`config.mk`:
```
export PLATFORM = sky130hd
export DESIGN_NAME = stuffed_frame_deframer_crc8
export DESIGN_NICKNAME = d
export VERILOG_FILES = /design/src/design/sfd_pkg.sv /design/src/design/stuffed_frame_deframer_crc8.sv /design/src/design/sfd_front.sv /design/src/design/sfd_queue.sv /design/src/design/sfd_back.sv
export SDC_FILE = /design/constraint.sdc
export NUM_CORES = 1
export LEC_CHECK = 0
export BUFFER_PORTS_ARGS = -buffer_cell sky130_fd_sc_hd__buf_4
export CAP_MARGIN = 25
export CORE_UTILIZATION = 35
export DETAILED_ROUTE_END_ITERATION = 10
export GPL_TIMING_DRIVEN = 0
export PLACE_DENSITY = 0.6
export SKIP_CTS_REPAIR_TIMING = 1
export SYNTH_ARGS = -nofsm -noshare
export SYNTH_HDL_FRONTEND = slang
export SYNTH_SLANG_ARGS = --single-unit
```
`constraint.sdc`:
```
create_clock -name clk -period 4.91 [get_ports clk]
set_input_delay 0.7365 -clock clk [delete_from_list [all_inputs] [get_ports clk]]
set_output_delay 0.7365 -clock clk [all_outputs]
set_load 0.005 [all_outputs]
```
`src/design/sfd_pkg.sv`:
```
// ---------------------------------------------------------------------------
// sfd_pkg
// Shared types, constants and the CRC-8 step function for the stuffed
// frame deframer.
// ---------------------------------------------------------------------------
package sfd_pkg;

	// payload counter width
	localparam int COUNT_BITS = 16;

	// result queue depth between front and back
	localparam int Q_DEPTH = 2;
	localparam int Q_PTR_W = (Q_DEPTH > 1) ? $clog2(Q_DEPTH) : 1;
	localparam int Q_CNT_W = $clog2(Q_DEPTH + 1);

	// framing bytes
	localparam logic [7:0] BYTE_HEAD     = 8'h55;
	localparam logic [7:0] BYTE_TAIL     = 8'hAA;
	localparam logic [7:0] BYTE_ESC      = 8'hCC;
	localparam logic [7:0] ESC_CODE_HEAD = 8'h05;
	localparam logic [7:0] ESC_CODE_TAIL = 8'h0A;
	localparam logic [7:0] ESC_CODE_ESC  = 8'h0C;

	// configuration reset values
	localparam logic [15:0] MAX_PAYLOAD_RST = 16'd10240;
	localparam logic [7:0]  CRC_POLY_RST    = 8'h07;
	localparam logic [7:0]  CRC_INIT_RST    = 8'h00;
	localparam logic        CRC_REFLECT_RST = 1'b0;
	localparam logic [7:0]  CRC_XOROUT_RST  = 8'h00;

	// configuration register indexes
	typedef enum logic [2:0] {
		REG_MAX_PAYLOAD = 3'd0,
		REG_CRC_POLY    = 3'd1,
		REG_CRC_INIT    = 3'd2,
		REG_CRC_REFLECT = 3'd3,
		REG_CRC_XOROUT  = 3'd4
	} sfd_reg_t;

	// result kinds
	typedef enum logic [2:0] {
		KIND_START    = 3'd0,
		KIND_DATA     = 3'd1,
		KIND_GOOD     = 3'd2,
		KIND_CRCERR   = 3'd3,
		KIND_OVERFLOW = 3'd4,
		KIND_BADESC   = 3'd5
	} sfd_kind_t;

	// one result word
	typedef struct packed {
		sfd_kind_t   kind;
		logic [7:0]  data;
		logic [15:0] length;
	} sfd_word_t;

	// one byte through the CRC-8 register, MSB first or reflected
	function automatic logic [7:0] crc8_step(input logic [7:0] crc,
			input logic [7:0] d, input logic [7:0] poly, input logic reflect);
		logic [7:0] c;
		logic [7:0] rp;
		c = crc ^ d;
		for (int i = 0; i < 8; i++) begin
			rp[i] = poly[7 - i];
		end
		for (int i = 0; i < 8; i++) begin
			if (reflect) begin
				c = c[0] ? ((c >> 1) ^ rp) : (c >> 1);
			end else begin
				c = c[7] ? ((c << 1) ^ poly) : (c << 1);
			end
		end
		return c;
	endfunction

endpackage

```
`src/design/stuffed_frame_deframer_crc8.sv`:
```
// ---------------------------------------------------------------------------
// stuffed_frame_deframer_crc8
// Byte-stuffed frame receiver with CRC-8 check; streams decoded payload.
//
//   channel   signals                         direction  word
//   input     in_valid / in_stall, rx_byte    in         one raw link byte
//   output    out_valid / out_stall,          out        one result
//             kind, data, length
//   config    cfg_wr_en, cfg_addr, cfg_data   in         one register write
//
// One byte per cycle while in_stall is low; the CRC update and byte
// classification in the front stage are combinational. A result passes
// through the queue slot (written at the accepting edge) and then the
// output register, which loads only when it is empty or being taken.
// Reset clears frame state and loads the register defaults; no sweep.
// in_stall rises only when the two-word queue is full, i.e. while the
// output side is stalled.
// ---------------------------------------------------------------------------
module stuffed_frame_deframer_crc8 (
	input  logic        clk,
	input  logic        arst_n,
	input  logic        cfg_wr_en,
	input  logic [2:0]  cfg_addr,
	input  logic [15:0] cfg_data,
	input  logic        in_valid,
	output logic        in_stall,
	input  logic [7:0]  rx_byte,
	output logic        out_valid,
	input  logic        out_stall,
	output logic [2:0]  kind,
	output logic [7:0]  data,
	output logic [15:0] length
);
	import sfd_pkg::*;

	logic      take;
	logic      push;
	sfd_word_t push_word;
	logic      q_full;
	logic      q_not_empty;
	logic      q_pop;
	sfd_word_t q_word;

	assign in_stall = q_full;
	assign take     = in_valid && !q_full;

	sfd_front u_front (
		.clk       (clk),
		.arst_n    (arst_n),
		.cfg_wr_en (cfg_wr_en),
		.cfg_addr  (cfg_addr),
		.cfg_data  (cfg_data),
		.take      (take),
		.rx_byte   (rx_byte),
		.push      (push),
		.push_word (push_word)
	);

	sfd_queue u_queue (
		.clk       (clk),
		.arst_n    (arst_n),
		.push      (push),
		.push_word (push_word),
		.full      (q_full),
		.pop       (q_pop),
		.not_empty (q_not_empty),
		.head_word (q_word)
	);

	sfd_back u_back (
		.clk         (clk),
		.arst_n      (arst_n),
		.q_not_empty (q_not_empty),
		.q_word      (q_word),
		.q_pop       (q_pop),
		.out_valid   (out_valid),
		.out_stall   (out_stall),
		.kind        (kind),
		.data        (data),
		.length      (length)
	);

endmodule

```
`src/design/sfd_front.sv`:
```
// ---------------------------------------------------------------------------
// sfd_front
// Accepts raw bytes, undoes byte stuffing, tracks frame state and the
// running CRC, and pushes at most one result word per byte.
// ---------------------------------------------------------------------------
module sfd_front (
	input  logic              clk,
	input  logic              arst_n,
	input  logic              cfg_wr_en,
	input  logic [2:0]        cfg_addr,
	input  logic [15:0]       cfg_data,
	input  logic              take,
	input  logic [7:0]        rx_byte,
	output logic              push,
	output sfd_pkg::sfd_word_t push_word
);
	import sfd_pkg::*;

	// configuration
	logic [15:0] max_payload_q;
	logic [7:0]  crc_poly_q;
	logic [7:0]  crc_init_q;
	logic        crc_reflect_q;
	logic [7:0]  crc_xorout_q;

	// frame state
	logic                  in_frame_q, in_frame_d;
	logic                  esc_q, esc_d;
	logic                  expect_crc_q, expect_crc_d;
	logic [COUNT_BITS-1:0] count_q, count_d;
	logic [7:0]            run_crc_q, run_crc_d;
	logic [7:0]            rx_crc_q, rx_crc_d;

	logic                  dec_valid;
	logic [7:0]            dec_byte;
	logic                  room;
	logic [COUNT_BITS-1:0] count_inc;
	logic [7:0]            crc_next;

	assign count_inc = count_q + COUNT_BITS'(1);
	assign crc_next  = crc8_step(run_crc_q, dec_byte, crc_poly_q, crc_reflect_q);
	// payload limit: configured maximum and counter saturation
	assign room = (33'(count_q) < 33'(max_payload_q)) && (count_q != '1);

	// configuration writes
	always_ff @(posedge clk or negedge arst_n) begin
		if (!arst_n) begin
			max_payload_q <= MAX_PAYLOAD_RST;
			crc_poly_q    <= CRC_POLY_RST;
			crc_init_q    <= CRC_INIT_RST;
			crc_reflect_q <= CRC_REFLECT_RST;
			crc_xorout_q  <= CRC_XOROUT_RST;
		end else if (cfg_wr_en) begin
			unique case (cfg_addr)
				REG_MAX_PAYLOAD: max_payload_q <= cfg_data;
				REG_CRC_POLY:    crc_poly_q    <= cfg_data[7:0];
				REG_CRC_INIT:    crc_init_q    <= cfg_data[7:0];
				REG_CRC_REFLECT: crc_reflect_q <= cfg_data[0];
				REG_CRC_XOROUT:  crc_xorout_q  <= cfg_data[7:0];
				default: ;
			endcase
		end
	end

	// byte classification and state update
	always_comb begin
		in_frame_d   = in_frame_q;
		esc_d        = esc_q;
		expect_crc_d = expect_crc_q;
		count_d      = count_q;
		run_crc_d    = run_crc_q;
		rx_crc_d     = rx_crc_q;
		dec_valid    = 1'b0;
		dec_byte     = rx_byte;
		push         = 1'b0;
		push_word.kind   = KIND_START;
		push_word.data   = 8'h00;
		push_word.length = 16'(count_q);

		if (!in_frame_q) begin
			// idle: only a head opens a frame
			if (rx_byte == BYTE_HEAD) begin
				in_frame_d   = 1'b1;
				esc_d        = 1'b0;
				expect_crc_d = 1'b1;
				count_d      = '0;
				run_crc_d    = crc_init_q;
				push         = 1'b1;
				push_word.length = 16'h0000;
			end
		end else if (esc_q) begin
			// byte after escape
			esc_d = 1'b0;
			unique case (rx_byte)
				ESC_CODE_HEAD: begin dec_valid = 1'b1; dec_byte = BYTE_HEAD; end
				ESC_CODE_TAIL: begin dec_valid = 1'b1; dec_byte = BYTE_TAIL; end
				ESC_CODE_ESC:  begin dec_valid = 1'b1; dec_byte = BYTE_ESC;  end
				default: begin
					in_frame_d     = 1'b0;
					push           = 1'b1;
					push_word.kind = KIND_BADESC;
				end
			endcase
		end else begin
			unique case (rx_byte)
				BYTE_HEAD: begin
					// restart
					esc_d        = 1'b0;
					expect_crc_d = 1'b1;
					count_d      = '0;
					run_crc_d    = crc_init_q;
					push         = 1'b1;
					push_word.length = 16'h0000;
				end
				BYTE_TAIL: begin
					in_frame_d = 1'b0;
					push       = 1'b1;
					push_word.kind = ((run_crc_q ^ crc_xorout_q) == rx_crc_q) ?
						KIND_GOOD : KIND_CRCERR;
				end
				BYTE_ESC: esc_d = 1'b1;
				default:  dec_valid = 1'b1;
			endcase
		end

		// decoded byte: CRC field, payload or overflow
		if (dec_valid) begin
			if (expect_crc_q) begin
				rx_crc_d     = dec_byte;
				expect_crc_d = 1'b0;
			end else if (room) begin
				count_d          = count_inc;
				run_crc_d        = crc_next;
				push             = 1'b1;
				push_word.kind   = KIND_DATA;
				push_word.data   = dec_byte;
				push_word.length = 16'(count_inc);
			end else begin
				in_frame_d     = 1'b0;
				push           = 1'b1;
				push_word.kind = KIND_OVERFLOW;
			end
		end

		if (!take) begin
			push = 1'b0;
		end
	end

	always_ff @(posedge clk or negedge arst_n) begin
		if (!arst_n) begin
			in_frame_q   <= 1'b0;
			esc_q        <= 1'b0;
			expect_crc_q <= 1'b0;
			count_q      <= '0;
			run_crc_q    <= 8'h00;
			rx_crc_q     <= 8'h00;
		end else if (take) begin
			in_frame_q   <= in_frame_d;
			esc_q        <= esc_d;
			expect_crc_q <= expect_crc_d;
			count_q      <= count_d;
			run_crc_q    <= run_crc_d;
			rx_crc_q     <= rx_crc_d;
		end
	end

endmodule

```
`src/design/sfd_queue.sv`:
```
// ---------------------------------------------------------------------------
// sfd_queue
// Short result queue between front and back; lets each side stall alone.
// ---------------------------------------------------------------------------
module sfd_queue (
	input  logic               clk,
	input  logic               arst_n,
	input  logic               push,
	input  sfd_pkg::sfd_word_t push_word,
	output logic               full,
	input  logic               pop,
	output logic               not_empty,
	output sfd_pkg::sfd_word_t head_word
);
	import sfd_pkg::*;

	sfd_word_t           slot_q [Q_DEPTH];
	logic [Q_PTR_W-1:0]  wr_ptr_q;
	logic [Q_PTR_W-1:0]  rd_ptr_q;
	logic [Q_CNT_W-1:0]  cnt_q;
	logic                do_push;
	logic                do_pop;

	assign full      = (cnt_q == Q_CNT_W'(Q_DEPTH));
	assign not_empty = (cnt_q != '0);
	assign head_word = slot_q[rd_ptr_q];
	assign do_push   = push && !full;
	assign do_pop    = pop && not_empty;

	function automatic logic [Q_PTR_W-1:0] ptr_next(input logic [Q_PTR_W-1:0] p);
		return (p == Q_PTR_W'(Q_DEPTH - 1)) ? '0 : p + Q_PTR_W'(1);
	endfunction

	// storage
	always_ff @(posedge clk) begin
		if (do_push) begin
			slot_q[wr_ptr_q] <= push_word;
		end
	end

	// pointers and fill count
	always_ff @(posedge clk or negedge arst_n) begin
		if (!arst_n) begin
			wr_ptr_q <= '0;
			rd_ptr_q <= '0;
			cnt_q    <= '0;
		end else begin
			if (do_push) wr_ptr_q <= ptr_next(wr_ptr_q);
			if (do_pop)  rd_ptr_q <= ptr_next(rd_ptr_q);
			if (do_push && !do_pop)      cnt_q <= cnt_q + Q_CNT_W'(1);
			else if (do_pop && !do_push) cnt_q <= cnt_q - Q_CNT_W'(1);
		end
	end

endmodule

```
`src/design/sfd_back.sv`:
```
// ---------------------------------------------------------------------------
// sfd_back
// Output stage: pulls words from the queue into the output register and
// holds them until the consumer takes them.
// ---------------------------------------------------------------------------
module sfd_back (
	input  logic               clk,
	input  logic               arst_n,
	input  logic               q_not_empty,
	input  sfd_pkg::sfd_word_t q_word,
	output logic               q_pop,
	output logic               out_valid,
	input  logic               out_stall,
	output logic [2:0]         kind,
	output logic [7:0]         data,
	output logic [15:0]        length
);
	import sfd_pkg::*;

	logic      valid_q;
	sfd_word_t word_q;

	// load when the register is empty or being taken
	assign q_pop = q_not_empty && (!valid_q || !out_stall);

	always_ff @(posedge clk or negedge arst_n) begin
		if (!arst_n) begin
			valid_q <= 1'b0;
		end else if (!valid_q || !out_stall) begin
			valid_q <= q_not_empty;
		end
	end

	always_ff @(posedge clk) begin
		if (q_pop) begin
			word_q <= q_word;
		end
	end

	assign out_valid = valid_q;
	assign kind      = word_q.kind;
	assign data      = word_q.data;
	assign length    = word_q.length;

endmodule

```
==> results.toml, run 1 <==
[die]
die_h_um = 177
core_region_area_um2 = 29900
initial_utilization_pct = 35.9
die-area_um2 = 31300
io-pin-count = 61
die_x_um = 177
rows = 63

[clocking]
h-tree-depth = 4
cts.sinks = 162
clockBufferDepth = 2
cts_made_buffers = 17
cts_tree = "built"
clk_latency_ns = 0.43
clkTransAtPathRegs_ns = 0.07
cts_root_buf = "clkbuf_16"

[sta]
rsz0062_at_grt = "yes"
period_needed_ns = 5.25
finalCritPeriodShare_pct = 107
final_hold_viol_count = 0
setup_slack_ns = -0.340
fmax_mhz = 190
drv_slew = 0
slew_headroom_pct = 33.6
worst_slew_pin_slew_ns = 0.989
setup_viol = 8
fin_worst_skew_ns = 0.00956

[worst_setup_path]
crit_required_ns = 5.27
start_kind = "primary input"
r2r-end = "u_front.run_crc_q[3]$_DFFE_PN0P_"
crit_fanout = 7
endpoint_kind = "flop"
criticalPathCategory = "primary input to flop"
regToRegSetupSlack_ns = -0.20
cp.arrival_ns = 5.61
reg2reg_depth = 19
r2r-start = "u_front.run_crc_q[7]$_DFFE_PN0P_"

[placed_design]
hpwlAfterDp_um = 22800
preCtsSetupSlack_ns = -1.54
portBuffers = 54
routabilityCongestion = 0.920

[synth]
avgSynthCellArea_um2 = 10.0
async_flop_share_pct = 50.0
synth-seq-cells = 162
yosys_warnings = 0
synth_edf_count = 81
netlist_area_um2 = 10700
ys_types = 91
syn_nets = 1119
yosysSeqAreaShare_pct = 41.7
synthCells = 1070
synth_ff_type = "edfxtp_1"

[global_routing]
grt_max_degree = 68
antenna_found_initial = 0
globalRoute.totalOverflow = 0
track_usage_pct = 20.0
grt_pass1_wl_um = 48300
first_global_vias = 8422

[power_and_ir_drop]
power_density_nw_per_um2 = 701
power_frac_seq_pct = 20.6
vdd_drop_max_mv = 0.328
switchingPower_mw = 3.94
combPwrFrac_pct = 64.2
leakage_nw = 5.12
clkPwrFrac_pct = 15.2
p_int_mw = 5.32
power_switching_share_pct = 42.5
finalPower_mw = 9.26

[run_status]
status = "complete, but fails checks"
violations = "negative setup slack"

[drt]
viasPerCell = 5.70
wl_per_cell_um = 20.0
routed_wl_um = 31800
antenna_left = 0
vias = 9033
drc = 0
first_pass_iters = 5
drt_iter0_drc = 690

[layout]
layout_commonest_cell = "nand2_1"
utilization_pct = 44.2
final_nets = 1232
nFillCells = 2786
drive_gt1_share_pct = 26.5
syn2layout_area_growth_pct = 23.2
n_antenna_cell = 0
layout_common_cells = "nand2_1 (130), buf_4 (84), edfxtp_1 (81)"

[hold_path]
hp-class = "primary input to async pin"

[flow_run]
maxCapViolCount = 0
[cells in the mapped netlist (8+ instances only)]
cell / instances / share of area (%)
mux2_2: 59 / 6.2
and3_1: 19 / 1.1
nor4_1: 10 / 0.58
o211ai_1: 13 / 0.91
buf_1: 9 / 0.32
o31ai_1: 12 / 0.84
inv_1: 30 / 1.1
nand4_1: 13 / 0.76
xor2_1: 35 / 2.9
mux2i_1: 13 / 1.2
o21ai_0: 60 / 2.8
buf_2: 12 / 0.56
a211oi_1: 10 / 0.70
nor2b_1: 8 / 0.47
nand2_1: 132 / 4.6
a21o_1: 20 / 1.4
a21oi_1: 34 / 1.6
xnor2_1: 81 / 6.6
a31oi_1: 12 / 0.70
nand3_1: 40 / 1.9
and2_1: 17 / 0.99
nor3_1: 12 / 0.56
nor2_1: 46 / 1.6
edfxtp_1: 81 / 23
dfrtp_1: 76 / 18
nand2b_1: 8 / 0.47
ha_1: 17 / 2.0
clkbuf_1: 40 / 1.4
or3_1: 9 / 0.53
[worst max-delay path by stage]
stage | from | end | slack, ns | cells past startpoint
detailed placement | rx_byte[4] | u_front.run_crc_q[0]$_DFFE_PN0P_ | -1.54 | 17
finish | rx_byte[5] | u_front.run_crc_q[3]$_DFFE_PN0P_ | -0.34 | 20
global route | rx_byte[5] | u_front.run_crc_q[4]$_DFFE_PN0P_ | -0.48 | 21
global placement | rx_byte[4] | u_front.run_crc_q[3]$_DFFE_PN0P_ | -1.47 | 17
CTS | rx_byte[4] | u_front.run_crc_q[0]$_DFFE_PN0P_ | -1.09 | 17
floorplan | rx_byte[5] | u_front.run_crc_q[3]$_DFFE_PN0P_ | -0.32 | 19
[metal layers]
metal  vias to the layer above  share of wire, %  global-route usage (%)
li1                       4162                 -                       -
met1                      4463                42                    26.3
met2                       344                50                    34.4
met3                        64               5.4                    2.51
met4                         0               2.4                    5.68
met5                         -                 0                       0
[state kept, by name (all words and copies together), names as in the netlist, 2 cells and up]
signal                 cells
u_queue.slot_q            54
u_front.crc_poly_q         8
u_front.run_crc_q          8
u_back.data                8
u_back.length             16
u_front.max_payload_q     16
u_queue.cnt_q              2
u_front.count_q           16
u_back.kind                3
u_front.crc_xorout_q       8
u_front.crc_init_q         8
u_front.rx_crc_q           8
[power by group through the flow]
stage               Sequential, mW  Clock [mW]  Combinational, mW
finish                        1.91        1.40               5.94
global route                  1.93        1.47               6.36
CTS                           1.88        1.41               5.08
detailed placement            1.90           0               5.05
global placement              1.90           0               4.98
floorplan                     1.87           0               3.92
[through the flow]
step                      hold WS, ns  area (µm²)  setup TNS (ns)  cells
after floorplan                 0.441       10800           -2.31   1070
after global placement          0.469       11700          -31.40   1514
after detailed placement        0.498       11800          -11.81   1518
after CTS                       0.187       12400           -8.28   1550
after global routing            0.189       13200           -3.41   1586
final                           0.180       13200           -2.23   1586
[layout make-up]
| cell class | count | area [µm²] | share of cell area (%) |
|---|---|---|---|
| clock inverters | 15 | 191 | 1.45 |
| repair buffers | 99 | 862 | 6.53 |
| inverters | 30 | 113 | 0.853 |
| multi-input cells | 813 | 6380 | 48.3 |
| flip-flops and latches | 162 | 4470 | 33.8 |
| well taps | 390 | 488 | 3.70 |
| clock buffers | 17 | 425 | 3.22 |
| plain buffers | 60 | 283 | 2.14 |
[worst max-delay path, stage by stage]
cell and delay (ns):
buf_12 0.11, or4_4 0.59, o41a_1 0.40, buf_6 0.17, o311ai_2 0.37, a211oi_4 0.14, o311ai_4 0.44, buf_4 0.20
a21oi_4 0.03, or2_4 0.28, a22o_4 0.25, a221o_2 0.43, o211a_4 0.19, o32ai_4 0.37, buf_4 0.19, nand2_4 0.04
xnor2_2 0.15, xnor2_1 0.14, mux2_4 0.28, a21oi_2 0.10
[cells by family after synthesis]
kind of cell | Yosys count | synth area share (%)
multiplexers | 73 | 7.54
buffers and inverters | 95 | 3.75
AO/OA/AOI/OAI | 255 | 17.8
adder cells (fa/ha/maj) | 17 | 1.98
XOR/XNOR | 126 | 11.4
AND/OR/NAND/NOR | 342 | 15.9
flip-flops | 162 | 41.7
(Power assumes the default switching activity.)
==> run 2: changes to the inputs <==
Settings changed: ABC_AREA set to 1, PLACE_DENSITY 0.6 to 0.51.
==> results.toml, run 2 <==
[run_status]
status = "finished, final reports clean"

[clocking]
h-tree-depth = 4
cts_tree = "built"
cts_made_buffers = 17
clockBufferDepth = 2
clkTransAtPathRegs_ns = 0.07
clk_latency_ns = 0.44
cts.sinks = 162
cts_root_buf = "clkbuf_16"

[synth]
yosys_warnings = 0
netlist_area_um2 = 10600
synth_top_cell_by_area = "edfxtp_1"
synth_edf_count = 81
synth_top_cell_area_share_pct = 22.9
synth-seq-cells = 162
synth_compound_area_share_pct = 8.13
synth_top_family_by_area = "simple AND/OR/NAND/NOR gates"
avgSynthCellArea_um2 = 7.38
synth_common_cells = "nand2_1 (485), nand3_1 (211), inv_1 (122)"
synth_simple_gate_area_share_pct = 36.8
syn_nets = 1490
synth_ff_type = "edfxtp_1"
synth_adder_area_share_pct = 2.00
synth_mux_area_share_pct = 0
synthCells = 1441
synth_xor_area_share_pct = 2.30
yosysSeqAreaShare_pct = 42.0
ys_types = 49
synth_area_leaders = "edfxtp_1 (23%), dfrtp_1 (18%), nand2_1 (17%), nand3_1 (9.9%), inv_1 (4.3%)"
yosysMostFrequentCell = "nand2_1"
async_flop_share_pct = 50.0

[worst_setup_path]
setup.worst_path.start = "rx_byte[4]"
start_kind = "primary input"
criticalPathCategory = "primary input to flop"
crit_top_cell = "nand2_2"
endpoint_kind = "flop"
cp.arrival_ns = 4.96
crit_required_ns = 5.23
crit_fanout = 7
r2r-start = "u_front.crc_poly_q[4]$_DFFE_PN0P_"
cp_slowest_stage_delay_ns = 0.20
crit_slowest_cell = "a21oi_4"

[drt]
drc = 0
routed_wl_um = 30400
antenna_left = 0
wl_per_cell_um = 15.6
first_pass_iters = 5
viasPerCell = 4.95
drt_iter0_drc = 747
vias = 9671

[global_routing]
globalRoute.totalOverflow = 0
antenna_found_initial = 0
grt_pass1_wl_um = 48100
track_usage_pct = 19.9
first_global_vias = 8566
grt_max_degree = 49

[sta]
fmax_mhz = 216
fin_setup_tns_ns = 0
rsz0062_at_grt = "yes"
setup_viol = 0
finalCritPeriodShare_pct = 94.5
worst_slew_pin_slew_ns = 0.966
slew_headroom_pct = 34.9
fin_worst_skew_ns = 0.0128
setup_slack_ns = 0.270
period_needed_ns = 4.64
drv_slew = 0
final_hold_viol_count = 0

[die]
initial_utilization_pct = 35.7
core_region_area_um2 = 29800
die_x_um = 176
rows = 63
io-pin-count = 61
die-area_um2 = 31100
die_h_um = 176

[placed_design]
hpwlAfterDp_um = 22500
routabilityCongestion = 0.862
preCtsSetupSlack_ns = -0.254
portBuffers = 60

[layout]
drive_gt1_share_pct = 19.3
nFillCells = 3088
layout_commonest_cell = "nand2_1"
largest_register_ffs = 54
multiInputGateArea_um2 = 5420
seq_area_um2 = 4470
syn2layout_area_growth_pct = 18.7
final_nets = 1598
largest-register = "u_queue.slot_q"
layout_common_cells = "nand2_1 (465), nand3_1 (205), inv_1 (118)"
n_antenna_cell = 0
utilization_pct = 42.4

[hold_path]
hp-class = "primary input to async pin"

[power_and_ir_drop]
leakage_nw = 5.87
vdd_drop_max_mv = 0.262
power_density_nw_per_um2 = 578

[flow_run]
maxCapViolCount = 0
## run 2: cell types whose count changed after synthesis, moves of 16 or more
cell / previous run / this run
nor2_1: 46 / 70
inv_2: 0 / 19
xnor2_1: 81 / 14
inv_1: 30 / 122
nand3_1: 40 / 211
and2_1: 17 / 1
o21ai_0: 60 / 77
a21o_1: 20 / 1
mux2_2: 59 / 0
nand2_2: 0 / 37
xor2_1: 35 / 14
and3_1: 19 / 0
nand3_2: 1 / 18
nand2_1: 132 / 485
## run 2: where the power goes
group	internal, mW	leakage [nW]	switching [mW]	total (mW)
Sequential	1.86	1.78	0.236	2.10
Combinational	1.45	3.81	2.48	3.92
Clock	0.672	0.275	0.608	1.28
## run 2: per-layer routing
metal / global-route usage [%] / wire (µm)
met5: 0 / 0
met3: 2.15 / 1290
met2: 29.9 / 13100
met4: 4.06 / 234
met1: 30.5 / 15800
## run 2: worst max-delay path, delay by kind of cell
kind	cells	cell delay, ns
simple gates	32	2.82
buf+inv	10	1.06
compound gates	2	0.33
## run 2: metrics by stage
step | instances | cell area [µm²] | total power [mW] | hold WS [ns]
floorplan | 1441 | 10600 | 4.67 | 0.441
global placement | 1891 | 11600 | 5.68 | 0.468
detailed placement | 1892 | 11600 | 5.74 | 0.475
CTS | 1924 | 12200 | 7.03 | 0.334
global route | 1952 | 12600 | 7.91 | 0.358
finish | 1952 | 12600 | 7.30 | 0.323
## run 2: worst paths after layout
kind	endpoint	cells past startpoint	slack, ns
max	u_front.run_crc_q[0]$_DFFE_PN0P_	44	0.27
min	u_front.max_payload_q[14]$_DFFE_PN0P_	1	0.32
max reg2reg	u_front.run_crc_q[0]$_DFFE_PN0P_	35	0.35
min reg2reg	u_front.max_payload_q[2]$_DFFE_PN0P_	2	0.49
max in group asynchronous	u_queue.rd_ptr_q$_DFFE_PN0P_	2	3.93
min in group clk	u_front.max_payload_q[2]$_DFFE_PN0P_	2	0.49
## run 2: cells by family (layout without fill, tap and decap cells)
| logic type | Yosys count | in the layout |
|---|---|---|
| adder cells (fa/ha/maj) | 17 | 17 |
| AND/OR/NAND/NOR | 862 | 862 |
| AO/OA/AOI/OAI | 158 | 158 |
| flip-flops | 162 | 162 |
| buffers and inverters | 214 | 335 |
| XOR/XNOR | 28 | 28 |
## run 2: final cells by class
| cell class | instances | share of cell area (%) |
|---|---|---|
| plain buffers | 64 | 2.95 |
| clock inverters | 15 | 1.11 |
| multi-input cells | 1065 | 42.9 |
| well taps | 390 | 3.86 |
| inverters | 147 | 4.59 |
| flip-flops and latches | 162 | 35.4 |
| repair buffers | 92 | 5.83 |
| clock buffers | 17 | 3.37 |
